### config.mk
export PLATFORM = sky130hd
export DESIGN_NAME = sm4_key_sched
export DESIGN_NICKNAME = d
export VERILOG_FILES = /design/src/sv/sm4_pkg.sv /design/src/sv/sm4_key_sched.sv
export SDC_FILE = /design/constraint.sdc
export NUM_CORES = 2
export LEC_CHECK = 0
export BUFFER_PORTS_ARGS = -buffer_cell sky130_fd_sc_hd__buf_2
export CAP_MARGIN = 20
export CORE_AREA = 2 2 420 422
export DETAILED_ROUTE_END_ITERATION = 7
export DIE_AREA = 0 0 422 424
export SLEW_MARGIN = 15
export SYNTH_ARGS = -nofsm -noshare
export SYNTH_HDL_FRONTEND = slang
export SYNTH_SLANG_ARGS = --single-unit
### constraint.sdc
create_clock -name clk -period 6.82 [get_ports clk]
set_input_delay 0.682 -clock clk [delete_from_list [all_inputs] [get_ports clk]]
set_output_delay 0.682 -clock clk [all_outputs]
set_load 0.02 [all_outputs]
### src/sv/sm4_pkg.sv
// Shared types, constants and round functions of the SM4 cipher core.
package sm4_pkg;

  localparam int unsigned ROUNDS = 32;
  localparam int unsigned RK_IDX_W = $clog2(ROUNDS);

  // Configuration register indexes.
  localparam logic REG_KEY_HIGH = 1'b0;
  localparam logic REG_KEY_LOW  = 1'b1;

  localparam logic [3:0][31:0] FK = '{32'hb27022dc, 32'h677d9197, 32'h56aa3350, 32'ha3b1bac6};

  localparam logic [7:0] SBOX [256] = '{
    8'hD6, 8'h90, 8'hE9, 8'hFE, 8'hCC, 8'hE1, 8'h3D, 8'hB7,
    8'h16, 8'hB6, 8'h14, 8'hC2, 8'h28, 8'hFB, 8'h2C, 8'h05,
    8'h2B, 8'h67, 8'h9A, 8'h76, 8'h2A, 8'hBE, 8'h04, 8'hC3,
    8'hAA, 8'h44, 8'h13, 8'h26, 8'h49, 8'h86, 8'h06, 8'h99,
    8'h9C, 8'h42, 8'h50, 8'hF4, 8'h91, 8'hEF, 8'h98, 8'h7A,
    8'h33, 8'h54, 8'h0B, 8'h43, 8'hED, 8'hCF, 8'hAC, 8'h62,
    8'hE4, 8'hB3, 8'h1C, 8'hA9, 8'hC9, 8'h08, 8'hE8, 8'h95,
    8'h80, 8'hDF, 8'h94, 8'hFA, 8'h75, 8'h8F, 8'h3F, 8'hA6,
    8'h47, 8'h07, 8'hA7, 8'hFC, 8'hF3, 8'h73, 8'h17, 8'hBA,
    8'h83, 8'h59, 8'h3C, 8'h19, 8'hE6, 8'h85, 8'h4F, 8'hA8,
    8'h68, 8'h6B, 8'h81, 8'hB2, 8'h71, 8'h64, 8'hDA, 8'h8B,
    8'hF8, 8'hEB, 8'h0F, 8'h4B, 8'h70, 8'h56, 8'h9D, 8'h35,
    8'h1E, 8'h24, 8'h0E, 8'h5E, 8'h63, 8'h58, 8'hD1, 8'hA2,
    8'h25, 8'h22, 8'h7C, 8'h3B, 8'h01, 8'h21, 8'h78, 8'h87,
    8'hD4, 8'h00, 8'h46, 8'h57, 8'h9F, 8'hD3, 8'h27, 8'h52,
    8'h4C, 8'h36, 8'h02, 8'hE7, 8'hA0, 8'hC4, 8'hC8, 8'h9E,
    8'hEA, 8'hBF, 8'h8A, 8'hD2, 8'h40, 8'hC7, 8'h38, 8'hB5,
    8'hA3, 8'hF7, 8'hF2, 8'hCE, 8'hF9, 8'h61, 8'h15, 8'hA1,
    8'hE0, 8'hAE, 8'h5D, 8'hA4, 8'h9B, 8'h34, 8'h1A, 8'h55,
    8'hAD, 8'h93, 8'h32, 8'h30, 8'hF5, 8'h8C, 8'hB1, 8'hE3,
    8'h1D, 8'hF6, 8'hE2, 8'h2E, 8'h82, 8'h66, 8'hCA, 8'h60,
    8'hC0, 8'h29, 8'h23, 8'hAB, 8'h0D, 8'h53, 8'h4E, 8'h6F,
    8'hD5, 8'hDB, 8'h37, 8'h45, 8'hDE, 8'hFD, 8'h8E, 8'h2F,
    8'h03, 8'hFF, 8'h6A, 8'h72, 8'h6D, 8'h6C, 8'h5B, 8'h51,
    8'h8D, 8'h1B, 8'hAF, 8'h92, 8'hBB, 8'hDD, 8'hBC, 8'h7F,
    8'h11, 8'hD9, 8'h5C, 8'h41, 8'h1F, 8'h10, 8'h5A, 8'hD8,
    8'h0A, 8'hC1, 8'h31, 8'h88, 8'hA5, 8'hCD, 8'h7B, 8'hBD,
    8'h2D, 8'h74, 8'hD0, 8'h12, 8'hB8, 8'hE5, 8'hB4, 8'hB0,
    8'h89, 8'h69, 8'h97, 8'h4A, 8'h0C, 8'h96, 8'h77, 8'h7E,
    8'h65, 8'hB9, 8'hF1, 8'h09, 8'hC5, 8'h6E, 8'hC6, 8'h84,
    8'h18, 8'hF0, 8'h7D, 8'hEC, 8'h3A, 8'hDC, 8'h4D, 8'h20,
    8'h79, 8'hEE, 8'h5F, 8'h3E, 8'hD7, 8'hCB, 8'h39, 8'h48
  };

  // One pipeline word: four state words plus the direction flag.
  typedef struct packed {
    logic             valid;
    logic             op;
    logic [3:0][31:0] w;
  } cell_word_t;

  function automatic logic [31:0] tau(input logic [31:0] v);
    return {SBOX[v[31:24]], SBOX[v[23:16]], SBOX[v[15:8]], SBOX[v[7:0]]};
  endfunction

  function automatic logic [31:0] lin_data(input logic [31:0] t);
    return t ^ {t[29:0], t[31:30]} ^ {t[21:0], t[31:22]} ^ {t[13:0], t[31:14]}
             ^ {t[7:0], t[31:8]};
  endfunction

  function automatic logic [31:0] lin_key(input logic [31:0] t);
    return t ^ {t[18:0], t[31:19]} ^ {t[8:0], t[31:9]};
  endfunction

  // Chain constant i: byte j equals (4i + j) * 7 modulo 256.
  function automatic logic [31:0] ck_word(input logic [RK_IDX_W-1:0] i);
    logic [7:0] base;
    base = {1'b0, i, 2'b00};
    return {8'(base * 8'd7), 8'((base + 8'd1) * 8'd7),
            8'((base + 8'd2) * 8'd7), 8'((base + 8'd3) * 8'd7)};
  endfunction

endpackage

### src/sv/sm4_key_sched.sv
// Key registers and iterative round key expansion, one round key per cycle.
module sm4_key_sched (
  input  logic        clk,
  input  logic        rst,
  input  logic        cfg_wen,
  input  logic        cfg_addr,
  input  logic [63:0] cfg_wdata,
  output logic        busy,
  output logic [31:0] rk [sm4_pkg::ROUNDS]
);

  logic [63:0]                  key_high;
  logic [63:0]                  key_low;
  logic [63:0]                  key_high_next;
  logic [63:0]                  key_low_next;
  logic [3:0][31:0]             k;
  logic [sm4_pkg::RK_IDX_W-1:0] cnt;
  logic [31:0]                  x;
  logic [31:0]                  k_new;

  always_comb begin
    key_high_next = key_high;
    key_low_next  = key_low;
    unique case (cfg_addr)
      sm4_pkg::REG_KEY_HIGH: key_high_next = cfg_wdata;
      sm4_pkg::REG_KEY_LOW:  key_low_next  = cfg_wdata;
      default:               key_high_next = key_high;
    endcase
  end

  assign x     = k[1] ^ k[2] ^ k[3] ^ sm4_pkg::ck_word(cnt);
  assign k_new = k[0] ^ sm4_pkg::lin_key(sm4_pkg::tau(x));

  always_ff @(posedge clk) begin
    if (rst) begin
      key_high <= '0;
      key_low  <= '0;
      busy     <= 1'b0;
      cnt      <= '0;
    end else if (cfg_wen) begin
      key_high <= key_high_next;
      key_low  <= key_low_next;
      busy     <= 1'b1;
      cnt      <= '0;
    end else if (busy) begin
      cnt  <= cnt + 1'b1;
      busy <= (cnt != sm4_pkg::RK_IDX_W'(sm4_pkg::ROUNDS - 1));
    end
  end

  always_ff @(posedge clk) begin
    if (cfg_wen) begin
      k <= {key_low_next[31:0], key_low_next[63:32], key_high_next[31:0],
            key_high_next[63:32]} ^ sm4_pkg::FK;
    end else if (busy) begin
      k       <= {k_new, k[3], k[2], k[1]};
      rk[cnt] <= k_new;
    end
  end

  a_write_starts: assert property (@(posedge clk) disable iff (rst)
    cfg_wen |=> busy && cnt == '0)
    else $error("key write did not start expansion");

  a_count_runs: assert property (@(posedge clk) disable iff (rst)
    busy && !cfg_wen && cnt != sm4_pkg::RK_IDX_W'(sm4_pkg::ROUNDS - 1)
      |=> busy && cnt == $past(cnt) + 1'b1)
    else $error("expansion counter did not advance");

  a_ends: assert property (@(posedge clk) disable iff (rst)
    busy && !cfg_wen && cnt == sm4_pkg::RK_IDX_W'(sm4_pkg::ROUNDS - 1) |=> !busy)
    else $error("expansion did not end after the last round key");

endmodule

==> results.json <==
{
  "clkSinkCount": 1286,
  "grt.total_usage_pct": 27.94,
  "crit_path_top_delay_cell": "nand3_1",
  "rsz0062_at_grt": "false",
  "syn-num-nets": 4669,
  "crit_end": "rk[489]",
  "cp_top_family": "compound AO/OA/AOI/OAI gates",
  "ys_ff_latch": 1286,
  "worst-path-stages": 12,
  "crit_start": "cnt[2]",
  "muxShareOfSynthArea_pct": 3.783,
  "viasPerCell": 5.778,
  "grt_pass1_wl_microns": 357200,
  "syn2layout_area_growth_pct": 25.97,
  "yosys.area_share.simple_pct": 8.925,
  "die_w_microns": 422,
  "drt-initial-drc-count": 6310,
  "antenna_left": 0,
  "hold_path.class": "in2reg",
  "vias": 47230,
  "finalHoldViolations": 0,
  "core.rowCount": 154,
  "synth_compound_area_share_pct": 14.32,
  "overflow": 0,
  "io_buffers": 1092,
  "synthAdderAreaFrac_pct": 1.254,
  "worstSkewPairLatency_ns": 0.80,
  "coreArea_sq_um": 175000,
  "cp-end-kind": "flip-flop",
  "initial_utilization_pct": 32.61,
  "fin_setup_tns_ns": 0,
  "grt_max_degree": 83,
  "layout_min_cycle_time_ns": 6.044,
  "synth_top_family_by_area": "compound AO/OA/AOI/OAI gates",
  "cts_setup_buffers": 0,
  "synth_warnings": 0,
  "rrSetupSlack_ns": 0.78,
  "worst_clock_skew_ns": 0.04286,
  "reg2regPathDepth": 12,
  "worst_pin_slew_ns": 1.143,
  "die_area_sq_um": 178900,
  "post-route-period-util_pct": 88.62,
  "worst-setup-path-type": "reg2reg",
  "fin_util_pct": 41.08,
  "drive_above_1_share_pct": 30.54,
  "startpoint_type": "flip-flop",
  "die_height_microns": 424,
  "postRouteWirelength_microns": 261100,
  "cts_tree": "yes",
  "setup_viol": 0,
  "path_clk_slew_ns": 0.06,
  "worstReg2RegEnd": "rk[489]",
  "synthArstFlopShare_pct": 0,
  "ios": 1093,
  "slew_violations": 0,
  "crit_required_ns": 7.27,
  "root_buffer": "clkbuf_16",
  "drv_cap": 0,
  "synthFlopType": "edfxtp_1",
  "syn_inst": 4548,
  "syn_area_sq_um": 57060,
  "critPathBufInv": 1,
  "timing.slew.headroom_pct": 23.79,
  "yosysUniqueCellTypes": 96,
  "cts_resized": 0,
  "clock.fmax_mhz": 165.4,
  "synth-seq-area-share_pct": 65.33,
  "synth_area_per_cell_sq_um": 12.55,
  "hold_buffers": 0,
  "synth_xor_area_share_pct": 3.774,
  "r2r_start": "cnt[2]",
  "cp_slowest_stage_delay_ns": 0.75,
  "cts_made_buffers": 134,
  "outcome": "complete, no violations",
  "grt_pass1_vias": 44050,
  "dp_hpwl_microns": 182400,
  "final_nets": 5840,
  "drc_errors": 0,
  "place_congestion": 0.9860,
  "first_pass_iters": 7,
  "synth_edf_count": 1152,
  "wl_per_cell_microns": 31.94,
  "cp_max_fo": 32,
  "antenna_found_initial": 28,
  "cts_max_path_buffers": 3,
  "path_cells": "fa_1, ha_1, xnor2_1, xor2_1, o21ai_1, nand3_1, o21ai_0, a2111oi_0, a2111oi_2, a31oi_4, xnor3_2, buf_4",
  "cp.arrival_ns": 6.50,
  "htreeDepth": 4
}
-- metal layers --
layer	track usage, %	share of wire (%)	vias to the layer above
li1	-	-	19760
met1	35.20	38	23790
met2	45.69	47	3010
met3	6.054	8.8	656
met4	13.29	5.5	8
met5	0	0.019	-
-- metrics by stage --
step	cells	hold slack (ns)	setup slack (ns)	instance area, sq um
final	8174	0.1625	0.7758	71880
after global routing	8170	0.1228	0.5743	71870
after CTS	8164	0.09784	0.8260	71840
after detailed placement	7922	0.4456	0.9044	67440
after global placement	7922	0.4406	0.8832	67440
after floorplan	4548	0.4338	1.649	57060
-- kinds of logic after synthesis --
kind of cell,after synthesis
flip-flops,1286
multiplexers,206
buffers and inverters,367
XOR/XNOR,199
AND/OR/NAND/NOR,1190
AO/OA/AOI/OAI,1247
adder cells (fa/ha/maj),53
-- registers in the layout, summed over array words and instances, names as in the netlist --
register,count
busy,1
cnt,5
k,128
key_high,64
key_low,64
rk,1024
-- worst min-delay path by stage --
stage | start | endpoint | slack (ns) | cells after the start
2_1_floorplan | key_low[18] | key_low[18] | 0.43 | 2
3_3_place_gp | key_high[3] | key_high[3] | 0.44 | 2
3_5_place_dp | key_low[12] | key_low[12] | 0.45 | 2
4_1_cts | cfg_wdata[16] | key_high[16] | 0.1 | 3
5_1_grt | cfg_wdata[16] | key_high[16] | 0.12 | 3
6_report | cfg_wdata[48] | key_high[48] | 0.16 | 3
-- worst min-delay path: cells and delay by family --
family,cells,cell delay [ns]
AOI/OAI and AO/OA,1,0.05
buffers and inverters,1,0.12
and+or+nand+nor,1,0.05
-- synth_stat cells (14+ instances only) --
cell type	number	share of area [%]
mux2_2	63	1.2
nand2b_1	18	0.20
o31ai_1	21	0.28
a21oi_1	426	3.7
edfxtp_1	1152	61
a31oi_1	76	0.83
mux2i_1	138	2.4
o21ai_1	18	0.16
xnor3_1	14	0.55
nor4_1	16	0.18
clkbuf_1	218	1.4
xor2_1	48	0.74
o22ai_1	30	0.33
inv_1	21	0.14
a311oi_1	38	0.58
dfxtp_1	134	4.7
o2111ai_1	26	0.40
o32ai_1	15	0.23
o221ai_1	30	0.46
nand2_1	542	3.6
a2111oi_0	19	0.29
and3_1	18	0.20
a221oi_1	26	0.40
xnor2_1	118	1.8
a21o_1	14	0.18
buf_2	76	0.67
buf_1	40	0.26
a211oi_1	60	0.79
nor3_1	95	0.83
nand4_1	27	0.30
o21ai_0	194	1.7
nand3_1	91	0.80
nor2_1	324	2.1
ha_1	46	1.0
o211ai_1	53	0.70
or3_1	15	0.16
a211o_1	17	0.26
o311ai_0	29	0.45
o21a_1	15	0.20
-- layout by cell type (no fill, tap or decap), types with 16 or more instances in the layout --
| cell | Yosys | routed |
|---|---|---|
| mux2_2 | 63 | 63 |
| nor2_1 | 324 | 289 |
| o22ai_1 | 30 | 30 |
| ha_1 | 46 | 46 |
| o21ai_0 | 194 | 194 |
| nor4_1 | 16 | 16 |
| a21oi_1 | 426 | 426 |
| a211oi_1 | 60 | 60 |
| xnor2_2 | 7 | 31 |
| nor2_4 | 0 | 32 |
| a2111oi_0 | 19 | 19 |
| clkinv_1 | 2 | 25 |
| dfxtp_1 | 134 | 134 |
| and3_1 | 18 | 18 |
| a211o_1 | 17 | 17 |
| a31oi_1 | 76 | 76 |
| nand2b_1 | 18 | 17 |
| o31ai_1 | 21 | 21 |
| edfxtp_1 | 1152 | 1152 |
| nor3_1 | 95 | 94 |
| buf_2 | 76 | 1089 |
| clkbuf_16 | 0 | 139 |
| o221ai_1 | 30 | 30 |
| xor2_1 | 48 | 34 |
| inv_1 | 21 | 20 |
| nand3_1 | 91 | 91 |
| nand4_1 | 27 | 27 |
| o2111ai_1 | 26 | 26 |
| clkbuf_1 | 218 | 21 |
| nand2_1 | 542 | 541 |
| buf_4 | 5 | 251 |
| clkinv_2 | 0 | 17 |
| a221oi_1 | 26 | 26 |
| o211ai_1 | 53 | 53 |
| buf_12 | 0 | 31 |
| o311ai_0 | 29 | 29 |
| mux2i_1 | 138 | 138 |
| xnor2_1 | 118 | 84 |
| o21ai_1 | 18 | 18 |
| a311oi_1 | 38 | 38 |
-- final cells by class --
| class | instances | area, sq um |
|---|---|---|
| repair buffers | 1374 | 7989 |
| fillers | 16600 | 103100 |
| multi-input cells | 2895 | 19160 |
| clock buffers | 167 | 3654 |
| clock inverters | 75 | 744.5 |
| well taps | 2340 | 2928 |
| inverters | 28 | 105.1 |
| flip-flops and latches | 1286 | 37280 |
| diodes | 9 | 22.52 |
Power is not shown: default switching activity piles up to over one toggle a cycle in this logic, so the estimate is an artifact.
